<file path="config.mk">
export PLATFORM = sky130hd
export DESIGN_NAME = base64_stream_decoder
export DESIGN_NICKNAME = d
export VERILOG_FILES = /design/src/rtl/core/b64d_pkg.sv /design/src/rtl/core/b64d_front.sv /design/src/rtl/core/b64d_queue.sv /design/src/rtl/core/b64d_back.sv /design/src/rtl/core/base64_stream_decoder.sv
export SDC_FILE = /design/constraint.sdc
export NUM_CORES = 1
export LEC_CHECK = 0
export ABC_AREA = 0
export BUFFER_PORTS_ARGS = -buffer_cell sky130_fd_sc_hd__clkbuf_2
export CAP_MARGIN = 20
export CORE_MARGIN = 4
export CORE_UTILIZATION = 50
export CTS_BUF_LIST = sky130_fd_sc_hd__clkbuf_8
export CTS_CLUSTER_DIAMETER = 100
export CTS_CLUSTER_SIZE = 8
export DETAILED_ROUTE_END_ITERATION = 8
export HOLD_SLACK_MARGIN = 0.02
export PLACE_DENSITY_LB_ADDON = 0.12
export SLEW_MARGIN = 20
export SYNTH_ARGS = -nofsm -noshare
export SYNTH_HDL_FRONTEND = slang
export SYNTH_SLANG_ARGS = --single-unit
</file>
<file path="constraint.sdc">
create_clock -name aclk -period 3.25 [get_ports aclk]
set_input_delay 0.1625 -clock aclk [delete_from_list [all_inputs] [get_ports aclk]]
set_output_delay 0.1625 -clock aclk [all_outputs]
set_load 0.005 [all_outputs]
</file>
<file path="src/rtl/core/b64d_pkg.sv">
// b64d_pkg: shared types, codes and character decode for the base64 stream decoder
// no dependencies
`default_nettype none

package b64d_pkg;

    localparam int QUEUE_DEPTH = 4;

    localparam logic [1:0] STATUS_DATA  = 2'd0;
    localparam logic [1:0] STATUS_END   = 2'd1;
    localparam logic [1:0] STATUS_ERROR = 2'd2;

    localparam logic [1:0] MODE_STD = 2'd1;
    localparam logic [1:0] MODE_URL = 2'd2;

    localparam logic [1:0] LOCK_NONE = 2'd0;
    localparam logic [1:0] LOCK_STD  = 2'd1;
    localparam logic [1:0] LOCK_URL  = 2'd2;

    localparam logic [1:0] REG_ALPHABET_MODE   = 2'd0;
    localparam logic [1:0] REG_SKIP_WHITESPACE = 2'd1;
    localparam logic [1:0] REG_REPORT_ERRORS   = 2'd2;

    localparam logic ACT_END = 1'b1;

    localparam logic [7:0] CHAR_PAD = 8'h3D;

    typedef struct packed {
        logic [1:0] byte_count;
        logic       has_stop;
        logic [1:0] stop_status;
        logic [7:0] byte0;
        logic [7:0] byte1;
        logic [7:0] byte2;
    } job_t;

    typedef struct packed {
        logic       valid;
        logic       is_std;
        logic       is_url;
        logic [5:0] value;
    } sym_t;

    function automatic logic is_space(input logic [7:0] c);
        return (c == 8'h20) || ((c >= 8'h09) && (c <= 8'h0D));
    endfunction

    function automatic sym_t map_char(input logic [7:0] c);
        sym_t s;
        s = '0;
        if ((c >= 8'h41) && (c <= 8'h5A)) begin
            s.valid = 1'b1;
            s.value = 6'(c - 8'h41);
        end else if ((c >= 8'h61) && (c <= 8'h7A)) begin
            s.valid = 1'b1;
            s.value = 6'(c - 8'h47);
        end else if ((c >= 8'h30) && (c <= 8'h39)) begin
            s.valid = 1'b1;
            s.value = 6'(c + 8'h04);
        end else if ((c == 8'h2B) || (c == 8'h2F)) begin
            s.valid  = 1'b1;
            s.is_std = 1'b1;
            s.value  = (c == 8'h2B) ? 6'h3E : 6'h3F;
        end else if ((c == 8'h2D) || (c == 8'h5F)) begin
            s.valid  = 1'b1;
            s.is_url = 1'b1;
            s.value  = (c == 8'h2D) ? 6'h3E : 6'h3F;
        end
        return s;
    endfunction

endpackage

`default_nettype wire

</file>
<file path="src/rtl/core/b64d_front.sv">
// b64d_front: accepts characters, tracks group state and alphabet lock, builds result jobs
// depends on b64d_pkg
`default_nettype none

module b64d_front (
    input  wire logic         aclk,
    input  wire logic         aresetn,
    input  wire logic         s_valid,
    output logic              s_ready,
    input  wire logic         s_action,
    input  wire logic [7:0]   s_char_byte,
    input  wire logic         cfg_valid,
    output logic              cfg_ready,
    input  wire logic [1:0]   cfg_index,
    input  wire logic [1:0]   cfg_data,
    input  wire logic         queue_full,
    output logic              push_valid,
    output b64d_pkg::job_t    push_job
);

    logic       skip_ws_reg;
    logic       report_reg;
    logic [1:0] lock_reg, lock_next;
    logic [2:0] sym_count_reg, sym_count_next;
    logic [1:0] pad_count_reg, pad_count_next;
    logic       halted_reg, halted_next;
    logic [5:0] quad_reg [3];

    logic             accept;
    logic [1:0]       err_status;
    logic             flush_ok;
    logic [1:0]       flush_bytes;
    logic [2:0]       pos_sum;
    logic             sym_ok;
    logic             store_sym;
    b64d_pkg::sym_t   sym;

    assign s_ready   = !queue_full;
    assign cfg_ready = 1'b1;
    assign accept    = s_valid && s_ready;

    assign sym        = b64d_pkg::map_char(s_char_byte);
    assign err_status = report_reg ? b64d_pkg::STATUS_ERROR : b64d_pkg::STATUS_END;
    assign sym_ok     = sym.valid
                        && !(sym.is_std && (lock_reg == b64d_pkg::LOCK_URL))
                        && !(sym.is_url && (lock_reg == b64d_pkg::LOCK_STD));
    assign pos_sum    = sym_count_reg + {1'b0, pad_count_reg};

    assign flush_ok = !(sym_count_reg == 3'd1)
                      && !((sym_count_reg == 3'd3) && (quad_reg[2][1:0] != 2'b00));

    always_comb begin
        unique case (sym_count_reg)
            3'd2:    flush_bytes = 2'd1;
            3'd3:    flush_bytes = 2'd2;
            3'd4:    flush_bytes = 2'd3;
            default: flush_bytes = 2'd0;
        endcase
    end

    always_comb begin
        lock_next      = lock_reg;
        sym_count_next = sym_count_reg;
        pad_count_next = pad_count_reg;
        halted_next    = halted_reg;
        store_sym      = 1'b0;
        push_valid     = 1'b0;
        push_job.byte_count  = 2'd0;
        push_job.has_stop    = 1'b0;
        push_job.stop_status = err_status;
        push_job.byte0 = {quad_reg[0], quad_reg[1][5:4]};
        push_job.byte1 = {quad_reg[1][3:0], quad_reg[2][5:2]};
        push_job.byte2 = {quad_reg[2][1:0], sym.value};

        if (accept && !halted_reg) begin
            if (s_action == b64d_pkg::ACT_END) begin
                push_valid        = 1'b1;
                push_job.has_stop = 1'b1;
                halted_next       = 1'b1;
                sym_count_next    = 3'd0;
                pad_count_next    = 2'd0;
                if (flush_ok) begin
                    push_job.byte_count  = flush_bytes;
                    push_job.stop_status = (pad_count_reg != 2'd0) ? err_status
                                                                   : b64d_pkg::STATUS_END;
                end
            end else if (skip_ws_reg && b64d_pkg::is_space(s_char_byte)) begin
                push_valid = 1'b0;
            end else if (s_char_byte == b64d_pkg::CHAR_PAD) begin
                if (sym_count_reg < 3'd2) begin
                    push_valid        = 1'b1;
                    push_job.has_stop = 1'b1;
                    halted_next       = 1'b1;
                    sym_count_next    = 3'd0;
                    pad_count_next    = 2'd0;
                end else if (pos_sum >= 3'd3) begin
                    push_valid     = 1'b1;
                    sym_count_next = 3'd0;
                    pad_count_next = 2'd0;
                    if (flush_ok) begin
                        push_job.byte_count = flush_bytes;
                    end else begin
                        push_job.has_stop = 1'b1;
                        halted_next       = 1'b1;
                    end
                end else begin
                    pad_count_next = pad_count_reg + 2'd1;
                end
            end else if ((pad_count_reg != 2'd0) || !sym_ok) begin
                push_valid          = 1'b1;
                push_job.has_stop   = 1'b1;
                push_job.byte_count = flush_ok ? flush_bytes : 2'd0;
                halted_next         = 1'b1;
                sym_count_next      = 3'd0;
                pad_count_next      = 2'd0;
            end else begin
                if (sym.is_std) begin
                    lock_next = b64d_pkg::LOCK_STD;
                end else if (sym.is_url) begin
                    lock_next = b64d_pkg::LOCK_URL;
                end
                if (sym_count_reg == 3'd3) begin
                    push_valid          = 1'b1;
                    push_job.byte_count = 2'd3;
                    sym_count_next      = 3'd0;
                end else begin
                    store_sym      = 1'b1;
                    sym_count_next = sym_count_reg + 3'd1;
                end
            end
        end

        if (cfg_valid && (cfg_index == b64d_pkg::REG_ALPHABET_MODE)) begin
            unique case (cfg_data)
                b64d_pkg::MODE_STD: lock_next = b64d_pkg::LOCK_STD;
                b64d_pkg::MODE_URL: lock_next = b64d_pkg::LOCK_URL;
                default:            lock_next = b64d_pkg::LOCK_NONE;
            endcase
        end
    end

    always_ff @(posedge aclk) begin
        if (!aresetn) begin
            skip_ws_reg   <= 1'b0;
            report_reg    <= 1'b0;
            lock_reg      <= b64d_pkg::LOCK_NONE;
            sym_count_reg <= 3'd0;
            pad_count_reg <= 2'd0;
            halted_reg    <= 1'b0;
        end else begin
            lock_reg      <= lock_next;
            sym_count_reg <= sym_count_next;
            pad_count_reg <= pad_count_next;
            halted_reg    <= halted_next;
            if (cfg_valid) begin
                unique case (cfg_index)
                    b64d_pkg::REG_SKIP_WHITESPACE: skip_ws_reg <= cfg_data[0];
                    b64d_pkg::REG_REPORT_ERRORS:   report_reg  <= cfg_data[0];
                    default: ;
                endcase
            end
        end
    end

    // symbol store, no reset needed
    always_ff @(posedge aclk) begin
        if (store_sym) begin
            quad_reg[sym_count_reg[1:0]] <= sym.value;
        end
    end

endmodule

`default_nettype wire

</file>
<file path="src/rtl/core/b64d_queue.sv">
// b64d_queue: small job queue between the front and back parts
// depends on b64d_pkg
`default_nettype none

module b64d_queue #(
    parameter int DEPTH = b64d_pkg::QUEUE_DEPTH
) (
    input  wire logic           aclk,
    input  wire logic           aresetn,
    input  wire logic           push_valid,
    input  b64d_pkg::job_t      push_job,
    output logic                full,
    input  wire logic           pop,
    output logic                head_valid,
    output b64d_pkg::job_t      head_job
);

    localparam int PTR_W = (DEPTH > 1) ? $clog2(DEPTH) : 1;
    localparam int CNT_W = $clog2(DEPTH + 1);

    b64d_pkg::job_t mem [DEPTH];
    logic [PTR_W-1:0] wr_ptr_reg, rd_ptr_reg;
    logic [CNT_W-1:0] count_reg;
    logic             do_push, do_pop;

    assign full       = (count_reg == CNT_W'(DEPTH));
    assign head_valid = (count_reg != '0);
    assign head_job   = mem[rd_ptr_reg];
    assign do_push    = push_valid && !full;
    assign do_pop     = pop && head_valid;

    always_ff @(posedge aclk) begin
        if (do_push) begin
            mem[wr_ptr_reg] <= push_job;
        end
    end

    always_ff @(posedge aclk) begin
        if (!aresetn) begin
            wr_ptr_reg <= '0;
            rd_ptr_reg <= '0;
            count_reg  <= '0;
        end else begin
            if (do_push) begin
                wr_ptr_reg <= (wr_ptr_reg == PTR_W'(DEPTH - 1)) ? '0 : wr_ptr_reg + 1'b1;
            end
            if (do_pop) begin
                rd_ptr_reg <= (rd_ptr_reg == PTR_W'(DEPTH - 1)) ? '0 : rd_ptr_reg + 1'b1;
            end
            if (do_push && !do_pop) begin
                count_reg <= count_reg + 1'b1;
            end else if (do_pop && !do_push) begin
                count_reg <= count_reg - 1'b1;
            end
        end
    end

endmodule

`default_nettype wire

</file>
<file path="src/rtl/core/b64d_back.sv">
// b64d_back: unpacks queued jobs into result words through an output register
// depends on b64d_pkg
`default_nettype none

module b64d_back (
    input  wire logic         aclk,
    input  wire logic         aresetn,
    input  wire logic         head_valid,
    input  b64d_pkg::job_t    head_job,
    output logic              pop,
    output logic              m_valid,
    input  wire logic         m_ready,
    output logic [7:0]        m_out_byte,
    output logic [1:0]        m_status,
    output logic              m_last
);

    logic       m_valid_reg;
    logic [7:0] byte_reg, byte_next;
    logic [1:0] status_reg, status_next;
    logic       last_reg, last_next;
    logic [1:0] idx_reg;
    logic       advance;

    assign advance = head_valid && (!m_valid_reg || m_ready);
    assign pop     = advance && last_next;

    always_comb begin
        if (idx_reg < head_job.byte_count) begin
            status_next = b64d_pkg::STATUS_DATA;
            unique case (idx_reg)
                2'd0:    byte_next = head_job.byte0;
                2'd1:    byte_next = head_job.byte1;
                default: byte_next = head_job.byte2;
            endcase
        end else begin
            status_next = head_job.stop_status;
            byte_next   = 8'd0;
        end
        last_next = head_job.has_stop ? (idx_reg == head_job.byte_count)
                                      : (idx_reg == head_job.byte_count - 2'd1);
    end

    always_ff @(posedge aclk) begin
        if (!aresetn) begin
            m_valid_reg <= 1'b0;
            idx_reg     <= 2'd0;
        end else begin
            if (advance) begin
                m_valid_reg <= 1'b1;
                idx_reg     <= last_next ? 2'd0 : idx_reg + 2'd1;
            end else if (m_ready) begin
                m_valid_reg <= 1'b0;
            end
        end
    end

    always_ff @(posedge aclk) begin
        if (advance) begin
            byte_reg   <= byte_next;
            status_reg <= status_next;
            last_reg   <= last_next;
        end
    end

    assign m_valid    = m_valid_reg;
    assign m_out_byte = byte_reg;
    assign m_status   = status_reg;
    assign m_last     = last_reg;

endmodule

`default_nettype wire

</file>
<file path="src/rtl/core/base64_stream_decoder.sv">
// base64_stream_decoder: top level, front classifier, job queue and result back end
// depends on b64d_pkg, b64d_front, b64d_queue, b64d_back
// throughput: one character word per cycle while the queue is not full
// results leave at one word per cycle while m_ready is high
// a full group's three bytes pass the queue, then the single output register, in turn
// reset: synchronous active-low aresetn clears group state, halt flag, queue and registers
`default_nettype none

module base64_stream_decoder #(
    parameter int QUEUE_DEPTH = b64d_pkg::QUEUE_DEPTH
) (
    input  wire logic        aclk,
    input  wire logic        aresetn,
    input  wire logic        s_valid,
    output logic             s_ready,
    input  wire logic        s_action,
    input  wire logic [7:0]  s_char_byte,
    output logic             m_valid,
    input  wire logic        m_ready,
    output logic [7:0]       m_out_byte,
    output logic [1:0]       m_status,
    output logic             m_last,
    input  wire logic        cfg_valid,
    output logic             cfg_ready,
    input  wire logic [1:0]  cfg_index,
    input  wire logic [1:0]  cfg_data
);

    logic           push_valid;
    b64d_pkg::job_t push_job;
    logic           queue_full;
    logic           pop;
    logic           head_valid;
    b64d_pkg::job_t head_job;

    b64d_front u_front (
        .aclk        (aclk),
        .aresetn     (aresetn),
        .s_valid     (s_valid),
        .s_ready     (s_ready),
        .s_action    (s_action),
        .s_char_byte (s_char_byte),
        .cfg_valid   (cfg_valid),
        .cfg_ready   (cfg_ready),
        .cfg_index   (cfg_index),
        .cfg_data    (cfg_data),
        .queue_full  (queue_full),
        .push_valid  (push_valid),
        .push_job    (push_job)
    );

    b64d_queue #(
        .DEPTH (QUEUE_DEPTH)
    ) u_queue (
        .aclk       (aclk),
        .aresetn    (aresetn),
        .push_valid (push_valid),
        .push_job   (push_job),
        .full       (queue_full),
        .pop        (pop),
        .head_valid (head_valid),
        .head_job   (head_job)
    );

    b64d_back u_back (
        .aclk       (aclk),
        .aresetn    (aresetn),
        .head_valid (head_valid),
        .head_job   (head_job),
        .pop        (pop),
        .m_valid    (m_valid),
        .m_ready    (m_ready),
        .m_out_byte (m_out_byte),
        .m_status   (m_status),
        .m_last     (m_last)
    );

endmodule

`default_nettype wire

</file>
=== After elaboration in Yosys (flattened, before gate mapping) ===
Memory sizes are Yosys's and may differ from the RTL's. A register that Yosys moved wholly into a read port is not among the register bits.
Index checks and enable logic that the tools add are counted.

* Memories: 2
* Input port bits: 18
* Latch bits: 0
* Register bits after elaboration: 31
* Bits in read-only memories: 0
* Word-level logic and storage cells: 211
* RAM bits: 134

{| class="wikitable"
|+ Memory list
! name !! depth !! bits a word !! read ports !! clocked after memory_dff !! wr ports !! line !! RTL
|-
| u_queue.mem || 4 || 29 || 1 || 1 || 1 || b64d_queue.sv:21 || <nowiki>b64d_pkg::job_t mem [DEPTH];</nowiki>
|-
| u_front.quad_reg || 3 || 6 || 3 || 0 || 1 || b64d_front.sv:27 || <nowiki>logic [5:0] quad_reg [3];</nowiki>
|}

* $lt $le $gt $ge: 11
* $mul: 0
* Divide/modulo/power cells: 0
* Eq/ne operators: 29
* Shift-type cells: 0
* $add $sub $neg: 12
* Bitwise logic cells: 0
* Reduce and logical (&&, ||, !) cells: 51
* Mux-type cells: 92

{| class="wikitable"
|+ Operators by type and width
! operator !! count
|-
| $mux 2 || 30
|-
| $eq 8x6->1 const B || 5
|-
| $mux 1 || 40
|-
| $mux 3 || 13
|-
| $mux 6 || 4
|-
| $logic_and 1x1->1 || 20
|-
| $ge 8x7->1 const B || 2
|-
| $le 8x7->1 const B || 2
|-
| $pmux 8 s2 || 1
|-
| $eq 2x2->1 const B || 5
|-
| $logic_not 1->1 || 10
|-
| $reduce_bool 2->1 || 5
|-
| $reduce_bool 3->1 || 3
|-
| $add 2x1->2 const B || 4
|-
| $eq 2x1->1 const B || 4
|-
| $eq 8x7->1 const B || 1
|-
| $ge 8x4->1 const B || 1
|-
| $ge 8x6->1 const B || 1
|-
| $le 8x4->1 const B || 1
|-
| $le 8x6->1 const B || 1
|-
| $ne 2x2->1 const B || 4
|-
| $ne 4x4->1 const B || 2
|-
| $mux 7 || 1
|-
| $add 3x1->3 const B || 2
|-
| 23 further kinds || 33
|}

=== Longest topological paths before layout ===
Gate-level depths: netlist of the first run.

* Word-level depth: 23
* Depth in mapped cells: 14
* Depth with buffers taken out: 13

=== Hierarchy ===
From an unflattened synthesis of the first run, not the netlist that was laid out.

* Cell total of the unflattened synthesis: 508
* Area, all modules: 7571.0 um2

{| class="wikitable"
|+ By module, submodules not included
! module !! cells an instance !! area an instance (um2) !! times used
|-
| b64d_queue || 202 || 4669.5 || 1
|-
| b64d_front || 236 || 2162.1 || 1
|-
| b64d_back || 70 || 739.5 || 1
|}

=== Worst setup path after synthesis of the first run ===
OpenSTA, ideal clock, no wires.

* Kind: register -> register
* Start: reg u_front.sym_count_reg[0]
* End: reg u_queue.count_reg[2]
* Setup time: 0.076 ns
* Data required time: 3.174 ns
* Arrival: 3.247 ns
* Slack: -0.073 ns
* Stages on the path, launching flop included: 14
* Period minus slack after synthesis: 3.323 ns
* Path through: dfxtp_1 -> ha_1 -> fa_1 -> xor2_1 -> a21oi_1 -> nor3b_2 -> o31ai_4 -> a21boi_4 -> ha_1 -> inv_1 -> fa_1 -> xor2_1 -> or3_1 -> a21boi_0

* Word-level cells in the longest chain between the ends: 12

{| class="wikitable"
|+ RTL lines
! item !! line !! RTL
|-
| start, declared || b64d_front.sv:24 || <nowiki>logic [2:0] sym_count_reg, sym_count_next;</nowiki>
|-
| start signal, assigned || b64d_front.sv:152 || <nowiki>sym_count_reg <= sym_count_next;</nowiki>
|-
| $add 3x2->3 || b64d_front.sv:47 || <nowiki>assign pos_sum = sym_count_reg + {1'b0, pad_count_reg};</nowiki>
|-
| $ge 3x2->1 || b64d_front.sv:96 || <nowiki>end else if (pos_sum >= 3'd3) begin</nowiki>
|-
| $mux 1 || b64d_front.sv:96 ||
|-
| $mux 1 || b64d_front.sv:90 || <nowiki>if (sym_count_reg < 3'd2) begin</nowiki>
|-
| $mux 1 (*) || b64d_front.sv:89 || <nowiki>end else if (s_char_byte == b64d_pkg::CHAR_PAD) begin</nowiki>
|-
| $mux 1 (*) || b64d_front.sv:87 || <nowiki>end else if (skip_ws_reg && b64d_pkg::is_space(s_char_byte)) begin</nowiki>
|-
| $mux 1 (*) || b64d_front.sv:76 || <nowiki>if (s_action == b64d_pkg::ACT_END) begin</nowiki>
|-
| $mux 1 (*) || b64d_front.sv:75 || <nowiki>if (accept && !halted_reg) begin</nowiki>
|-
| $logic_and 1x1->1 (*) || b64d_queue.sv:29 || <nowiki>assign do_push = push_valid && !full;</nowiki>
|-
| named net u_queue.do_push || b64d_queue.sv:24 || <nowiki>logic do_push, do_pop;</nowiki>
|-
| $logic_not 1->1 || b64d_queue.sv:52 || <nowiki>end else if (do_pop && !do_push) begin</nowiki>
|-
| $logic_and 1x1->1 || b64d_queue.sv:52 ||
|-
| $reduce_bool 2->1 (no line) || - ||
|-
| end signal, assigned || b64d_queue.sv:51 || <nowiki>count_reg <= count_reg + 1'b1;</nowiki>
|-
| end signal, assigned || b64d_queue.sv:53 || <nowiki>count_reg <= count_reg - 1'b1;</nowiki>
|-
| end, declared || b64d_queue.sv:23 || <nowiki>logic [CNT_W-1:0] count_reg;</nowiki>
|}

The timed path passes the listed nets; every way through them passes the cells marked *.
A chain may end at the register's enable or synchronous reset.

=== Worst setup path in the final report of the first run ===
Ends and elaborated chain as after synthesis.

==> flow_metrics.tcl, run 1 <==
set metrics [dict create \
    status "finished, final reports clean" \
    wl_met2_microns 7314 \
    ys_seq_area_share_pct 62.12 \
    required_ns 3.62 \
    worstHoldPathType "input pin to flip-flop" \
    syn-num-nets 565 \
    cp-end-kind "flip-flop" \
    ys_types 80 \
    drtPass1Iterations 4 \
    drv_slew 0 \
    vias 4505 \
    syn_to_final_growth_pct 12.95 \
    crit_type "flip-flop to flip-flop" \
    switching_share_pct 27.66 \
    grt-ovfl-total 0 \
    die_x_microns 132.2 \
    drt_wl_total_microns 14810 \
    power.leakage_nw 3.071 \
    comb_power_share_pct 27.2 \
    ys.flop_type "edfxtp_1" \
    wl_met1_microns 6733 \
    max-slew-margin-rel_pct 48.54 \
    pwr-share-clk_pct 27.0 \
    tritoncts "built" \
    final_core_util_pct 57.56 \
    yosysWarnings 0 \
    cts_sinks 167 \
    dpl_worst_slack_ns 0.04643 \
    postLayoutCellArea_sq_mm 0.008718 \
    dr_wl_met3_microns 519 \
    cts_buffers 17 \
    final-setup-viol-count 0 \
    drtIter0Drc 329 \
    internal_power_mw 4.405 \
    gp_congestion 0.8992 \
    clock_skew_ns 0.01088 \
    hold_ws_ns 0.08031 \
    dp.cells 737 \
    startpoint_type "flip-flop" \
    antenna_found_initial 0 \
    grt_usage_pct 17.89 \
    clkLatencyLatePin_ns 0.44 \
    peakVddDrop_mv 0.3543 \
    synth-seq-cells 167 \
    grt_max_degree 30 \
    synth_edf_count 145 \
    cap_viol_max_count 0 \
    wire_per_inst_microns 19.14 \
    postSynthAreaPerCell_sq_um 14.87 \
    worstMarginPinSlew_ns 0.7638 \
    ios 32 \
    synth_cells 519 \
    num_antenna_cells 0 \
    clkSlewWorstSetupHoldPaths_ns 0.08 \
    grt_setup_unrepaired "no" \
    final_antenna_net_count 0 \
    num-nets-final 619 \
    dieArea_sq_mm 0.01749 \
    largest_reg_flops 116 \
    stdcell_count 774 \
    fmax_mhz 320.8 \
    async_flop_share_pct 0 \
    dp_hpwl_microns 9754 \
    worstPathArrival_ns 3.49 \
    post_dp_cell_area_sq_mm 0.008220 \
    worstPathMaxFanout 5 \
    fin_crit_sh_pct 95.91 \
    rows 45 \
    totalPowerFinal_mw 6.090 \
    avgViaCountPerCell 5.820 \
    cts_root_buffer "clkbuf_8" \
    grt_pass1_vias 4642 \
    layout_setup_ws_ns 0.1330 \
    pwr-share-seq_pct 45.8 \
    io_buffers 30 \
    r2r_slack_ns 0.13 \
    core_area_sq_mm 0.01515 \
    netlist_area_sq_mm 0.007719 \
    cts_max_level 4 \
    drc 0 \
    period_needed_ns 3.117 \
    start_util_pct 50.96 \
    final_cell_mix "145 x edfxtp_1, 40 x nand2_1, 30 x clkbuf_2" \
    p_per_area_mw_per_mm2 698.5 \
    drive_gt1_share_pct 23.38 \
    cts_buffer_depth 2 \
    grt_pass1_wl_microns 24380 \
    hold_violations 0 \
    final_common_cell "edfxtp_1" \
    dieHeight_microns 132.2 \
    switchingPower_mw 1.685 \
    tns_ns 0 \
    top_layer_used "met4" \
]
[cell families after synthesis]
logic type / count (synthesis) / share of synthesized area, %
AOI/OAI and AO/OA: 98 / 9.548
xor gates and xnor gates: 7 / 0.9727
adders and majority gates: 28 / 4.733
buffers and inverters: 49 / 3.031
DFF: 167 / 62.12
muxes: 36 / 9.370
other: 1 / 0.04858
and+or+nand+nor: 133 / 10.18
[final timing paths]
path,cells after the start,start,end
max,12,u_front.sym_count_reg[0],u_queue.count_reg[2]
min,3,cfg_index[0],u_front.lock_reg[0]
max reg2reg,12,u_front.sym_count_reg[0],u_queue.count_reg[2]
min reg2reg,2,u_back.m_valid,u_back.m_valid
[metal layers]
layer  global-route usage, %  vias to the layer above
li1                        -                     2124
met1                   23.59                     2262
met2                   29.79                       99
met3                   3.702                       20
met4                   6.178                        0
met5                       0                        -
[worst max-delay path, cell delays in order, from the launching register on]
cell      delay (ns)
dfxtp_4         0.37
ha_4            0.16
fa_2            0.57
a21oi_2         0.08
nor3b_2         0.17
o31ai_4         0.19
a21boi_4        0.23
ha_2            0.20
inv_1           0.06
fa_2            0.38
xor2_1          0.18
or3_1           0.31
a21boi_1        0.15
[power by group through the flow]
stage          clock (mW)  combinational (mW)  sequential [mW]
3_3_place_gp            0                1.66             2.83
2_1_floorplan           0                1.13             2.82
6_report             1.64                1.66             2.79
4_1_cts              1.69                1.68             2.80
3_5_place_dp            0                1.67             2.84
5_1_grt              1.79                1.83             2.82
[synth_stat cells, drive strengths merged, types with 3 or more instances]
| cell | number | area (sq um) |
|---|---|---|
| o21ai | 18 | 90.09 |
| nor2b | 8 | 50.05 |
| a211oi | 3 | 22.52 |
| or3 | 3 | 18.77 |
| xor2 | 3 | 26.28 |
| buf | 18 | 117.6 |
| clkbuf | 6 | 22.52 |
| mux2i | 7 | 70.07 |
| nand4 | 3 | 40.04 |
| edfxtp | 145 | 4354 |
| o31ai | 3 | 41.29 |
| and2 | 10 | 65.06 |
| nand2 | 41 | 156.4 |
| nand3 | 7 | 40.04 |
| or3b | 3 | 26.28 |
| dfxtp | 22 | 440.4 |
| o211a | 3 | 30.03 |
| o22ai | 5 | 31.28 |
| xnor2 | 3 | 26.28 |
| nor2 | 23 | 86.33 |
| o21a | 4 | 30.03 |
| a21oi | 22 | 110.1 |
| nand3b | 6 | 45.04 |
| a221oi | 4 | 47.55 |
| mux4 | 29 | 653.1 |
| and3 | 3 | 18.77 |
| ha | 26 | 325.3 |
| nand2b | 3 | 18.77 |
| a22oi | 9 | 67.56 |
| nor4 | 4 | 25.02 |
| a21boi | 5 | 52.55 |
| nor3 | 5 | 25.02 |
| inv | 25 | 93.84 |
[area by class of cell]
cell class              instances  area [sq um]
inverters                      25         93.84
flip-flops and latches        167          4800
multi-input cells             303          2714
fillers                      1170          6427
repair buffers                 59         425.4
well taps                     188         235.2
clock buffers                  17         234.0
clock inverters                15         216.5
[timing repair]
| action | CTS | global route |
|---|---|---|
| buffers inserted | 0 | 2 |
| setup endpoints to repair | 0 | 1 |
| hold endpoints to repair | 3 | 0 |
| gates resized for setup | 0 | 1 |
| hold buffers | 3 | 0 |
Note: power is estimated with default switching activity, not from simulation.
==> run 2, diff against run 1 <==
--- a/config.mk
+++ b/config.mk
@@ -16,6 +16,7 @@
 export DETAILED_ROUTE_END_ITERATION = 8
 export HOLD_SLACK_MARGIN = 0.02
 export PLACE_DENSITY_LB_ADDON = 0.12
+export SETUP_SLACK_MARGIN = 0.3
 export SLEW_MARGIN = 20
 export SYNTH_ARGS = -nofsm -noshare
 export SYNTH_HDL_FRONTEND = slang
==> flow_metrics.tcl, run 2 (synthesis results as in run 1) <==
set metrics [dict create \
    hold_end "u_front.lock_reg[0]" \
    tritoncts "built" \
    cp-end-kind "flip-flop" \
    wire_per_inst_microns 19.19 \
    status "finished, final reports clean" \
    crit_type "flip-flop to flip-flop" \
    vias 4496 \
    grt-ovfl-total 0 \
    grt_setup_unrepaired "yes" \
    start_util_pct 50.96 \
    worstHoldPathType "input pin to flip-flop" \
    avgViaCountPerCell 5.839 \
    core_area_sq_mm 0.01515 \
    num-nets-final 615 \
    dpl_worst_slack_ns 0.1374 \
    dp_hpwl_microns 9762 \
    cts_buffers 17 \
    drive_gt1_share_pct 24.40 \
    hold_violations 0 \
    grt_usage_pct 17.85 \
    peakVddDrop_mv 0.3333 \
    max-slew-margin-rel_pct 47.40 \
    fmax_mhz 345.4 \
    cts_root_buffer "clkbuf_8" \
    worstMarginPinSlew_ns 0.7808 \
    ios 32 \
    worstPathArrival_ns 3.27 \
    grt_pass1_wl_microns 24150 \
    largest_reg_flops 116 \
    hold_depth 3 \
    dieHeight_microns 132.2 \
    antenna_found_initial 0 \
    drt_wl_total_microns 14770 \
    grt_pass1_vias 4559 \
    drtIter0Drc 243 \
    cts_sinks 167 \
    clock_skew_ns 0.01167 \
    final_common_cell "edfxtp_1" \
    dieArea_sq_mm 0.01749 \
    tns_ns 0 \
    p_per_area_mw_per_mm2 684.9 \
    cts_max_level 4 \
    power.leakage_nw 3.044 \
    rr_worst_depth 12 \
    cap_viol_max_count 0 \
    post_dp_cell_area_sq_mm 0.008204 \
    rows 45 \
    io_buffers 30 \
    die_x_microns 132.2 \
    r2r_slack_ns 0.36 \
    worstPathMaxFanout 5 \
    period_needed_ns 2.895 \
    final-setup-viol-count 0 \
    drc 0 \
    required_ns 3.62 \
    r2r-start "u_front.sym_count_reg[0]" \
    postLayoutCellArea_sq_mm 0.008688 \
    grt_max_degree 30 \
    gp_congestion 0.8507 \
    final_core_util_pct 57.36 \
    clkLatencyLatePin_ns 0.44 \
    num_antenna_cells 0 \
    cts_buffer_depth 2 \
    fin_crit_sh_pct 89.08 \
    syn_to_final_growth_pct 12.56 \
    final_antenna_net_count 0 \
    drv_slew 0 \
    hold_start "cfg_index[0]" \
    startpoint_type "flip-flop" \
    totalPowerFinal_mw 5.951 \
    final_cell_mix "145 x edfxtp_1, 39 x nand2_1, 30 x clkbuf_2" \
    r2r_end "u_queue.count_reg[2]" \
    clkSlewWorstSetupHoldPaths_ns 0.08 \
    drtPass1Iterations 6 \
    layout_setup_ws_ns 0.3551 \
]
run 2: cell count changes in the layout (fill, tap and decap cells not counted), sizes merged:
cell	delta
buf	-5
bufinv	-2
clkbuf	+1
clkinv	-3
clkinvlp	+1
dlygate4sd3	+1
inv	+3
run 2: how the worst max path moves through the flow:
stage | from | end | slack [ns] | cells past startpoint
final | u_front.sym_count_reg[0] | u_queue.count_reg[2] | 0.36 | 12
after detailed placement | s_char_byte[2] | u_queue.count_reg[2] | 0.14 | 14
after global routing | u_front.sym_count_reg[0] | u_queue.count_reg[2] | 0.19 | 12
after global placement | s_char_byte[2] | u_queue.count_reg[2] | 0.22 | 14
after floorplan | u_front.sym_count_reg[0] | u_queue.count_reg[2] | 0.13 | 12
after CTS | u_front.sym_count_reg[0] | u_queue.count_reg[2] | 0.30 | 12
run 2: final cells by class:
class                      count  area, sq um
clock inverter                14        170.2
multi-input combinational    303         2743
clock buffer                  18        247.7
sequential                   167         4801
timing repair buffer          55        397.9
inverter                      25        93.84
tap                          188        235.2
fill                        1188         6457
run 2: what timing repair did:
item                                    CTS  global route
hold buffers                              4             0
resized for setup                         2             0
endpoints found under the setup margin    2             2
buffers inserted                          3             0
pin swaps                                 0             1
hold endpoints to repair                  4             0
run 2: stage by stage:
step,std cells,hold slack [ns]
2_1_floorplan,519,0.3287
3_3_place_gp,731,0.4404
3_5_place_dp,731,0.4476
4_1_cts,770,0.04263
5_1_grt,770,0.06369
6_report,770,0.07557
run 2: layer usage:
layer	wire [microns]	track usage [%]	vias up
met5	0	0	-
met4	200	5.370	0
met3	667	4.351	15
met2	7444	30.27	136
met1	6461	22.95	2241
li1	-	-	2104
run 2: power by group:
| part | internal, mW | leakage (nW) | total [mW] | switching [mW] |
|---|---|---|---|---|
| Combinational | 0.735 | 1.30 | 1.64 | 0.904 |
| Sequential | 2.68 | 1.51 | 2.79 | 0.103 |
| Clock | 0.842 | 0.229 | 1.53 | 0.684 |
| Total | 4.26 | 3.04 | 5.95 | 1.69 |
run 2: worst max-delay path, stage by stage (launching register included):
cell and delay (ns):
dfxtp_4 0.36, ha_4 0.16, fa_2 0.55, a21oi_4 0.07, nor3b_4 0.16, o31ai_4 0.19
a21boi_4 0.22, ha_2 0.20, inv_2 0.04, fa_2 0.32, xor2_1 0.15, or3_1 0.30
a21boi_1 0.12
